### config.mk
export PLATFORM = sky130hd
export DESIGN_NAME = fractional_index_lookup_core
export DESIGN_NICKNAME = d
export VERILOG_FILES = /design/src/hdl/fil_pkg.sv /design/src/hdl/fractional_index_lookup_core.sv /design/src/hdl/fil_div.sv /design/src/hdl/fil_dpath.sv /design/src/hdl/fil_ctrl.sv
export SDC_FILE = /design/constraint.sdc
export NUM_CORES = 2
export LEC_CHECK = 0
export BUFFER_PORTS_ARGS = -buffer_cell sky130_fd_sc_hd__buf_4
export CORE_ASPECT_RATIO = 1.4
export CORE_MARGIN = 1
export CORE_UTILIZATION = 57
export DETAILED_ROUTE_END_ITERATION = 6
export PLACE_DENSITY = 0.76
export REMOVE_ABC_BUFFERS = 1
export SYNTH_ARGS = -nofsm -noshare
export SYNTH_HDL_FRONTEND = slang
export SYNTH_SLANG_ARGS = --single-unit
### constraint.sdc
create_clock -name clk_i -period 5.05 [get_ports clk_i]
set_input_delay 0.2525 -clock clk_i [delete_from_list [all_inputs] [get_ports clk_i]]
set_output_delay 0.2525 -clock clk_i [all_outputs]
set_load 0.02 [all_outputs]
### src/hdl/fil_pkg.sv
// package for the fractional index lookup block
// holds the fixed field widths, the controller states and the command and status structs
// no dependencies
`timescale 1ns / 1ps
`default_nettype none

package fil_pkg;

  // fixed field widths
  localparam int unsigned ValueW = 32;
  localparam int unsigned PosW   = 22;
  localparam int unsigned PosMax = 22'h3FFFFF;
  localparam int unsigned InDataW  = 32;
  localparam int unsigned InUserW  = 2;
  localparam int unsigned OutDataW = 24;

  // tuser bit positions on the input side
  localparam int unsigned UserKindBit  = 0;
  localparam int unsigned UserFirstBit = 1;

  // item kinds
  localparam logic KindPoint  = 1'b0;
  localparam logic KindLookup = 1'b1;

  typedef enum logic [1:0] {
    ST_IDLE,
    ST_SCAN,
    ST_DIV,
    ST_DONE
  } state_e;

  typedef enum logic [1:0] {
    RES_ZERO,
    RES_LAST,
    RES_DIV
  } res_sel_e;

  // controller to datapath
  typedef struct packed {
    logic     append;
    logic     load_key;
    logic     step;
    logic     div_start;
    logic     res_load;
    res_sel_e res_sel;
    logic     out_load;
  } cmd_t;

  // datapath to controller
  typedef struct packed {
    logic count_zero;
    logic key_lt;
    logic idx_zero;
    logic idx_last;
    logic div_done;
    logic out_free;
  } sts_t;

endpackage

`default_nettype wire

### src/hdl/fractional_index_lookup_core.sv
// top level of the fractional index lookup block
// joins fil_ctrl and fil_dpath to the stream ports; uses fil_pkg
`timescale 1ns / 1ps
`default_nettype none

// Keeps a list of ascending signed Q16.16 breakpoints and answers lookup keys
// with their fractional position in that list (integer part above
// FRACTION_BITS fraction bits, saturated to 22 bits). A breakpoint beat
// (tuser kind 0) appends to the list, or restarts it when its first flag is
// set; breakpoints past MAX_POINTS are dropped. A lookup beat (tuser kind 1)
// is answered by one output beat. The lookup scans the stored points one per
// cycle through the single read port of the breakpoint memory and then runs
// a bit-serial divider for the fraction; a lookup that ends without a
// division skips the divider, and any lookup may wait for the output
// register. Input beats are taken one at a time; a finished result waits in
// the output register while the next beat is taken.
module fractional_index_lookup_core #(
  parameter int unsigned MAX_POINTS    = 64,
  parameter int unsigned FRACTION_BITS = 16
) (
  input  wire logic                           clk_i,
  input  wire logic                           rst_ni,
  input  wire logic                           s_axis_tvalid_i,
  output logic                                s_axis_tready_o,
  // value[31:0]
  input  wire logic [fil_pkg::InDataW-1:0]    s_axis_tdata_i,
  // kind[0], first[1]
  input  wire logic [fil_pkg::InUserW-1:0]    s_axis_tuser_i,
  output logic                                m_axis_tvalid_o,
  input  wire logic                           m_axis_tready_i,
  // position[21:0], zero fill[23:22]
  output logic      [fil_pkg::OutDataW-1:0]   m_axis_tdata_o
);

  fil_pkg::cmd_t            cmd;
  fil_pkg::sts_t            sts;
  logic [fil_pkg::PosW-1:0] position;

  // controller
  fil_ctrl u_ctrl (
    .clk_i     (clk_i),
    .rst_ni    (rst_ni),
    .in_valid_i(s_axis_tvalid_i),
    .in_kind_i (s_axis_tuser_i[fil_pkg::UserKindBit]),
    .in_ready_o(s_axis_tready_o),
    .sts_i     (sts),
    .cmd_o     (cmd)
  );

  // datapath
  fil_dpath #(
    .MAX_POINTS   (MAX_POINTS),
    .FRACTION_BITS(FRACTION_BITS)
  ) u_dpath (
    .clk_i      (clk_i),
    .rst_ni     (rst_ni),
    .cmd_i      (cmd),
    .sts_o      (sts),
    .value_i    (s_axis_tdata_i[fil_pkg::ValueW-1:0]),
    .first_i    (s_axis_tuser_i[fil_pkg::UserFirstBit]),
    .out_valid_o(m_axis_tvalid_o),
    .out_ready_i(m_axis_tready_i),
    .position_o (position)
  );

  // pad the position to whole bytes
  assign m_axis_tdata_o = fil_pkg::OutDataW'(position);

endmodule

`default_nettype wire

### src/hdl/fil_div.sv
// bit-serial restoring divider for the fraction of a lookup
// gives floor(above * 2^FRACTION_BITS / total) for above < total, one bit per cycle
// uses fil_pkg for the operand width
`timescale 1ns / 1ps
`default_nettype none

module fil_div #(
  parameter int unsigned FRACTION_BITS = 16
) (
  input  wire logic                             clk_i,
  input  wire logic                             rst_ni,
  input  wire logic                             start_i,
  input  wire logic [fil_pkg::ValueW-1:0]       above_i,
  input  wire logic [fil_pkg::ValueW-1:0]       total_i,
  output logic                                  done_o,
  output logic      [FRACTION_BITS-1:0]         quot_o
);

  localparam int unsigned CntW = $clog2(FRACTION_BITS + 1);

  logic [fil_pkg::ValueW-1:0] rem_q, rem_d;
  logic [fil_pkg::ValueW-1:0] tot_q, tot_d;
  logic [FRACTION_BITS-1:0]   quot_q, quot_d;
  logic [CntW-1:0]            cnt_q, cnt_d;
  logic                       busy_q, busy_d;
  logic                       done_q, done_d;

  logic [fil_pkg::ValueW:0]   shifted;
  logic [fil_pkg::ValueW-1:0] diff;
  logic                       ge;

  // one restoring step, the remainder stays below the divisor
  assign shifted = {rem_q, 1'b0};
  assign diff    = shifted[fil_pkg::ValueW-1:0] - tot_q;
  assign ge      = shifted >= {1'b0, tot_q};

  always_comb begin
    rem_d  = rem_q;
    tot_d  = tot_q;
    quot_d = quot_q;
    cnt_d  = cnt_q;
    busy_d = busy_q;
    done_d = done_q;
    if (start_i) begin
      rem_d  = above_i;
      tot_d  = total_i;
      quot_d = '0;
      cnt_d  = CntW'(FRACTION_BITS);
      busy_d = 1'b1;
      done_d = 1'b0;
    end else if (busy_q) begin
      rem_d  = ge ? diff : shifted[fil_pkg::ValueW-1:0];
      quot_d = {quot_q[FRACTION_BITS-2:0], ge};
      cnt_d  = cnt_q - CntW'(1);
      if (cnt_q == CntW'(1)) begin
        busy_d = 1'b0;
        done_d = 1'b1;
      end
    end
  end

  // control flags
  always_ff @(posedge clk_i or negedge rst_ni) begin
    if (!rst_ni) begin
      busy_q <= 1'b0;
      done_q <= 1'b0;
      cnt_q  <= '0;
    end else begin
      busy_q <= busy_d;
      done_q <= done_d;
      cnt_q  <= cnt_d;
    end
  end

  // operand and quotient registers
  always_ff @(posedge clk_i) begin
    rem_q  <= rem_d;
    tot_q  <= tot_d;
    quot_q <= quot_d;
  end

  assign done_o = done_q;
  assign quot_o = quot_q;

endmodule

`default_nettype wire

### src/hdl/fil_dpath.sv
// datapath of the fractional index lookup: breakpoint memory, scan registers,
// result and output registers; instantiates fil_div and uses fil_pkg
`timescale 1ns / 1ps
`default_nettype none

module fil_dpath #(
  parameter int unsigned MAX_POINTS    = 64,
  parameter int unsigned FRACTION_BITS = 16
) (
  input  wire logic                        clk_i,
  input  wire logic                        rst_ni,
  input  wire fil_pkg::cmd_t               cmd_i,
  output fil_pkg::sts_t                    sts_o,
  input  wire logic [fil_pkg::ValueW-1:0]  value_i,
  input  wire logic                        first_i,
  output logic                             out_valid_o,
  input  wire logic                        out_ready_i,
  output logic      [fil_pkg::PosW-1:0]    position_o
);

  localparam int unsigned IdxW = $clog2(MAX_POINTS);
  localparam int unsigned CntW = $clog2(MAX_POINTS + 1);
  localparam int unsigned SumW = CntW + FRACTION_BITS;
  localparam int unsigned WideW = (SumW > fil_pkg::PosW) ? SumW : fil_pkg::PosW;

  logic [fil_pkg::ValueW-1:0] mem [MAX_POINTS];

  logic [CntW-1:0]                  count_q, count_d;
  logic [IdxW-1:0]                  scan_idx_q, scan_idx_d;
  logic signed [fil_pkg::ValueW-1:0] key_q;
  logic signed [fil_pkg::ValueW-1:0] lo_q;
  logic signed [fil_pkg::ValueW-1:0] rdata_q;
  logic [fil_pkg::PosW-1:0]         res_q, res_d;
  logic                             out_valid_q;
  logic [fil_pkg::PosW-1:0]         out_q;

  logic                             wr_en;
  logic [IdxW-1:0]                  wr_addr;
  logic [fil_pkg::ValueW-1:0]       above_w, total_w;
  logic                             div_done;
  logic [FRACTION_BITS-1:0]         quot;
  logic [CntW-1:0]                  int_part;
  logic [FRACTION_BITS-1:0]         frac_part;
  logic [WideW-1:0]                 full_w;

  // append address and new fill count
  always_comb begin
    wr_en   = 1'b0;
    wr_addr = count_q[IdxW-1:0];
    count_d = count_q;
    if (cmd_i.append) begin
      if (first_i) begin
        wr_en   = 1'b1;
        wr_addr = '0;
        count_d = CntW'(1);
      end else if (count_q < CntW'(MAX_POINTS)) begin
        wr_en   = 1'b1;
        count_d = count_q + CntW'(1);
      end
    end
  end

  // scan index, also the read address of the next cycle
  always_comb begin
    scan_idx_d = scan_idx_q;
    if (cmd_i.load_key) begin
      scan_idx_d = '0;
    end else if (cmd_i.step) begin
      scan_idx_d = scan_idx_q + IdxW'(1);
    end
  end

  // breakpoint memory, one write and one registered read
  always_ff @(posedge clk_i) begin
    if (wr_en) begin
      mem[wr_addr] <= value_i;
    end
    rdata_q <= mem[scan_idx_d];
  end

  // control state
  always_ff @(posedge clk_i or negedge rst_ni) begin
    if (!rst_ni) begin
      count_q     <= '0;
      scan_idx_q  <= '0;
      out_valid_q <= 1'b0;
    end else begin
      count_q    <= count_d;
      scan_idx_q <= scan_idx_d;
      if (cmd_i.out_load) begin
        out_valid_q <= 1'b1;
      end else if (out_ready_i) begin
        out_valid_q <= 1'b0;
      end
    end
  end

  // divider operands: distance above the lower point and segment length,
  // both non-negative and below 2^32 since lo <= key < hi
  assign above_w = key_q - lo_q;
  assign total_w = rdata_q - lo_q;

  fil_div #(
    .FRACTION_BITS(FRACTION_BITS)
  ) u_div (
    .clk_i  (clk_i),
    .rst_ni (rst_ni),
    .start_i(cmd_i.div_start),
    .above_i(above_w),
    .total_i(total_w),
    .done_o (div_done),
    .quot_o (quot)
  );

  // result assembly with saturation to the position width
  always_comb begin
    int_part  = '0;
    frac_part = '0;
    unique case (cmd_i.res_sel)
      fil_pkg::RES_ZERO: begin
        int_part  = '0;
        frac_part = '0;
      end
      fil_pkg::RES_LAST: begin
        int_part  = count_q - CntW'(1);
      end
      fil_pkg::RES_DIV: begin
        int_part  = CntW'(scan_idx_q) - CntW'(1);
        frac_part = quot;
      end
      default: begin
        int_part  = '0;
        frac_part = '0;
      end
    endcase
    full_w = WideW'({int_part, frac_part});
    if (full_w > WideW'(fil_pkg::PosMax)) begin
      res_d = fil_pkg::PosW'(fil_pkg::PosMax);
    end else begin
      res_d = full_w[fil_pkg::PosW-1:0];
    end
  end

  // payload registers
  always_ff @(posedge clk_i) begin
    if (cmd_i.load_key) begin
      key_q <= value_i;
    end
    if (cmd_i.step) begin
      lo_q <= rdata_q;
    end
    if (cmd_i.res_load) begin
      res_q <= res_d;
    end
    if (cmd_i.out_load) begin
      out_q <= res_q;
    end
  end

  // status to the controller
  always_comb begin
    sts_o.count_zero = (count_q == '0);
    sts_o.key_lt     = (key_q < rdata_q);
    sts_o.idx_zero   = (scan_idx_q == '0);
    sts_o.idx_last   = (CntW'(scan_idx_q) == count_q - CntW'(1));
    sts_o.div_done   = div_done;
    sts_o.out_free   = !out_valid_q || out_ready_i;
  end

  assign out_valid_o = out_valid_q;
  assign position_o  = out_q;

  // checks
  a_count_bound: assert property (@(posedge clk_i) disable iff (!rst_ni)
    count_q <= CntW'(MAX_POINTS))
    else $error("fill count above store depth");

  a_step_in_list: assert property (@(posedge clk_i) disable iff (!rst_ni)
    cmd_i.step |-> (CntW'(scan_idx_q) + CntW'(1) < count_q))
    else $error("scan stepped past the stored list");

  a_div_ready: assert property (@(posedge clk_i) disable iff (!rst_ni)
    (cmd_i.res_load && cmd_i.res_sel == fil_pkg::RES_DIV) |-> div_done)
    else $error("quotient taken before divider finished");

  a_out_free: assert property (@(posedge clk_i) disable iff (!rst_ni)
    cmd_i.out_load |-> (!out_valid_q || out_ready_i))
    else $error("output register overwritten while full");

endmodule

`default_nettype wire

### src/hdl/fil_ctrl.sv
// controller state machine of the fractional index lookup
// sequences append, scan, divide and result hand-off; uses fil_pkg
`timescale 1ns / 1ps
`default_nettype none

module fil_ctrl (
  input  wire logic          clk_i,
  input  wire logic          rst_ni,
  input  wire logic          in_valid_i,
  input  wire logic          in_kind_i,
  output logic               in_ready_o,
  input  wire fil_pkg::sts_t sts_i,
  output fil_pkg::cmd_t      cmd_o
);

  fil_pkg::state_e state_q, state_d;

  // state register
  always_ff @(posedge clk_i or negedge rst_ni) begin
    if (!rst_ni) begin
      state_q <= fil_pkg::ST_IDLE;
    end else begin
      state_q <= state_d;
    end
  end

  // next state and commands
  always_comb begin
    state_d       = state_q;
    cmd_o         = '0;
    cmd_o.res_sel = fil_pkg::RES_ZERO;
    in_ready_o    = 1'b0;
    unique case (state_q)
      fil_pkg::ST_IDLE: begin
        in_ready_o = 1'b1;
        if (in_valid_i) begin
          if (in_kind_i == fil_pkg::KindPoint) begin
            cmd_o.append = 1'b1;
          end else begin
            cmd_o.load_key = 1'b1;
            if (sts_i.count_zero) begin
              cmd_o.res_load = 1'b1;
              cmd_o.res_sel  = fil_pkg::RES_ZERO;
              state_d        = fil_pkg::ST_DONE;
            end else begin
              state_d = fil_pkg::ST_SCAN;
            end
          end
        end
      end
      fil_pkg::ST_SCAN: begin
        priority if (sts_i.key_lt && sts_i.idx_zero) begin
          // key below the first point
          cmd_o.res_load = 1'b1;
          cmd_o.res_sel  = fil_pkg::RES_ZERO;
          state_d        = fil_pkg::ST_DONE;
        end else if (sts_i.key_lt) begin
          cmd_o.div_start = 1'b1;
          state_d         = fil_pkg::ST_DIV;
        end else if (sts_i.idx_last) begin
          // key at or above the last point
          cmd_o.res_load = 1'b1;
          cmd_o.res_sel  = fil_pkg::RES_LAST;
          state_d        = fil_pkg::ST_DONE;
        end else begin
          cmd_o.step = 1'b1;
        end
      end
      fil_pkg::ST_DIV: begin
        if (sts_i.div_done) begin
          cmd_o.res_load = 1'b1;
          cmd_o.res_sel  = fil_pkg::RES_DIV;
          state_d        = fil_pkg::ST_DONE;
        end
      end
      fil_pkg::ST_DONE: begin
        if (sts_i.out_free) begin
          cmd_o.out_load = 1'b1;
          state_d        = fil_pkg::ST_IDLE;
        end
      end
      default: begin
        state_d = fil_pkg::ST_IDLE;
      end
    endcase
  end

endmodule

`default_nettype wire

==> impl_metrics.csv <==
group,metric,value,unit
outcome,status,"finished, final reports clean",
power,cellPowerDensity,333.9,mW/mm²
final_layout,layout_commonest_cell,"edfxtp_1",
sta,hold_viol,0,
sta,timing.slew.headroom,0.2075,
final_layout,drive_above_1_share,0.1220,
worst_setup_path,rr_startpoint,"u_dpath.count_q[4]",
clock_tree,clkTransAtPathRegs,0.07,ns
clock_tree,cts_buffers,198,
worst_setup_path,worst-endpoint-arrival,5.67,ns
worst_setup_path,worst_ep_required_time,5.72,ns
sta,setup_tns,0,ns
final_layout,final_net_count,7896,
run,maxCapViolCount,0,
clock_tree,cts_sinks,2291,
final_layout,syn_to_final_growth,14.54,%
die,ios,64,
worst_setup_path,crit_slowest_cell,"or4b_1",
worst_setup_path,cp-start-kind,"flip-flop",
worst_setup_path,crit_top_cell,"or3_4",
yosys,yosysWarnings,0,
yosys,yosys.area.top_type_share,0.7008,
yosys,ys_seq_area_frac,0.7170,
worst_setup_path,slowest_delay,0.58,ns
sta,drv_slew,0,
sta,setup_viol,0,
power,switching_share,0.1957,
yosys,ys_seq_elements,2291,
die,dieWidth,347.3,µm
yosys,synth_area,0.09512,mm²
clock_tree,htree_num_levels,4,
worst_setup_path,crit_fanout,19,
power,pwr-share-clk,0.419,
worst_setup_path,end_kind,"flip-flop",
yosys,ys_types,76,
yosys,synth_cells,7327,
power,p_sw,7.119,mW
final_layout,final_util,0.6568,
die,core_area,0.1659,mm²
yosys,avgSynthCellArea,12.98,µm²
yosys,synthTopCellsByArea,"edfxtp_1 (70%), nand2_1 (7.0%), nand3_1 (6.4%), mux2i_1 (3.4%), ha_1 (1.8%)",
yosys,synth_simple_gate_area_frac,0.1577,
detailed_routing,drtIter0Drc,7873,
final_layout,final_cell_mix,"edfxtp_1 (2220), nand2_1 (1772), nand3_1 (1218)",
global_routing,grt_pass1_wl,392000,µm
worst_hold_path,worstHoldStart,"s_axis_tdata_i[28]",
detailed_routing,ant_nets,0,
detailed_routing,via_per_inst,6.354,
worst_hold_path,min_to,"u_dpath.mem[2][28]",
detailed_routing,wl_per_cell,26.70,µm
worst_hold_path,whs_path_depth,1,
clock_tree,clock_path_buffers,3,
placement,io_buffers,61,
clock_tree,cts_tree,"yes",
worst_setup_path,ff2ff_path_depth,14,
worst_setup_path,reg2reg_setup_slack,0.05,ns
worst_hold_path,hold_class,"input port to flip-flop",
yosys,synth_top_family_by_area,"simple AND/OR/NAND/NOR gates",
global_routing,gr-total-overflow,0,
yosys,synth_ff_type,"edfxtp_1",
global_routing,grt_pass1_vias,62890,
placement,place_congestion,0.9280,
placement,dp_hpwl,161300,µm
sta,tightest_slew,1.186,ns
yosys,synth_fa_ha_area_frac,0.01891,
worst_setup_path,r2r_end,"u_dpath.rdata_q[31]",
yosys,yosysTopAreaCell,"edfxtp_1",
detailed_routing,routed_wirelength,268100,µm
global_routing,grt_max_degree,86,
power,combPwrFrac,0.009,
die,die_y,485.4,µm
die,die_area,0.1685,mm²
sta,fin_crit,4.996,ns
sta,skew,0.03402,ns
clock_tree,worst_skew_pair.late_latency,0.85,ns
die,initial_core_util,0.5735,
power,leakagePower,38.19,nW
worst_setup_path,path_cells,"or3_4, o21a_1, or3_4, or3_4, a311oi_4, and3_4, buf_4, buf_12, buf_4, mux2i_1, mux2i_1, a32o_1, a222oi_1, or4b_1",
global_routing,grt_antenna_before_repair,19,
yosys,synthArstFlopShare,0.01004,
sta,fmax,0.2002,GHz
yosys,synthXorXnorAreaFrac,0.008431,
yosys,synth-edff-count,2220,
detailed_routing,firstDrtPassIters,7,
die,rows,177,
power,ir_worst_vdd,0.3514,mV
yosys,synth_compound_area_frac,0.03982,
yosys,synth.mux.area_fraction,0.03423,
power,p_int,29.26,mW
detailed_routing,num_vias,63799,
clock_tree,root_buffer,"clkbuf_16",
global_routing,gr-usage-all-layers,0.3147,
sta,timing.final.crit_share,0.9894,
detailed_routing,drc_errors,0,
worst_setup_path,crit_type,"flip-flop to flip-flop",
power,p_seq_frac,0.572,
[cell usage after synthesis (all sizes together), types with 13 or more instances]
library cell and n:
a21o 50, a21oi 106, a222oi 33, a31oi 53, a32o 96, and2 18
buf 139, clkbuf 269, dfrtp 23, dfxtp 48, edfxtp 2220, ha 139
inv 151, mux2i 323, nand2 1773, nand2b 24, nand3 1219, nand4 56
nor2 185, nor2b 17, nor3 22, o211ai 13, o21a 24, o21ai 59
or3 19, or4b 32, xnor2 55, xor2 34
[per-stage QoR]
stage	cells	hold slack [ns]	worst slack (ns)	instance area [µm²]	power, mW
CTS	10018	0.001403	0.06779	108800	36.44
detailed placement	9616	0.1773	-0.3757	101900	21.53
global placement	9616	0.1741	-0.3354	101900	21.52
floorplan	6920	-0.04309	-62.69	93420	21.22
finish	10040	0.02526	0.05377	109000	36.38
global route	10032	0.02867	-0.01949	108900	37.14
[state kept, by name (all words and copies together), names as in the netlist, 6 cells and up]
name and cells:
u_dpath.u_div.quot_o 16, u_dpath.key_q 32, u_dpath.position_o 22, u_dpath.u_div.rem_q 32, u_dpath.mem 2048, u_dpath.lo_q 32
u_dpath.u_div.tot_q 32, u_dpath.scan_idx_q 6, u_dpath.rdata_q 32, u_dpath.count_q 7, u_dpath.res_q 22
[cell type report]
class | instances | area, µm²
fillers | 11183 | 56920
well taps | 2148 | 2688
inverters | 151 | 581.8
diodes | 9 | 22.52
clock buffers | 243 | 5196
repair buffers | 595 | 5690
clock inverters | 124 | 1275
flip-flops and latches | 2291 | 68210
multi-input cells | 4479 | 25280
[timing repair]
item	in CTS	in global routing
hold buffers	35	0
gates cloned	0	1
gates resized for setup	2	19
pin swaps	0	6
endpoints found under the setup margin	32	7
hold endpoints to repair	925	0
setup buffers	0	12
[how the worst max path moves through the flow]
stage | from | to | slack [ns] | depth (start not counted)
final | u_dpath.count_q[4] | u_dpath.rdata_q[31] | 0.05 | 14
after CTS | u_dpath.key_q[31] | u_dpath.rdata_q[9] | 0.07 | 18
after floorplan | u_dpath.count_q[0] | u_dpath.rdata_q[0] | -62.69 | 14
after detailed placement | u_dpath.key_q[31] | u_dpath.rdata_q[9] | -0.38 | 18
after global placement | u_dpath.key_q[31] | u_dpath.rdata_q[9] | -0.34 | 18
after global routing | u_dpath.count_q[4] | u_dpath.rdata_q[9] | -0.02 | 14
[power groups by stage]
stage                     clock network [mW]  logic [mW]  registers (mW)
after floorplan                            0     0.00160            21.2
after global placement                     0       0.305            21.2
after detailed placement                   0       0.318            21.2
after CTS                               15.3       0.340            20.8
after global routing                    16.0       0.361            20.8
final                                   15.2       0.345            20.8
[critical path, delay by kind of cell (launching register included)]
family,cells,cell delay (ns)
compound gates,4,1.11
buf+inv,3,0.60
flops,1,0.46
mux,2,0.31
simple gates,5,2.29
[cell families after synthesis]
family	Yosys count
other	1
and+or+nand+nor	3403
buffers and inverters	559
AOI/OAI and AO/OA	516
adders and majority gates	142
xor gates and xnor gates	90
muxes	325
DFF	2291
[routing by layer]
| metal | global-route usage | up-vias | routed length [µm] |
|---|---|---|---|
| li1 | - | 27690 | - |
| met1 | 0.3770 | 31304 | 91920 |
| met2 | 0.5365 | 3946 | 132700 |
| met3 | 0.06364 | 845 | 27580 |
| met4 | 0.1663 | 14 | 15770 |
| met5 | 0 | - | 86 |
Note: power is estimated with default switching activity, not from simulation.
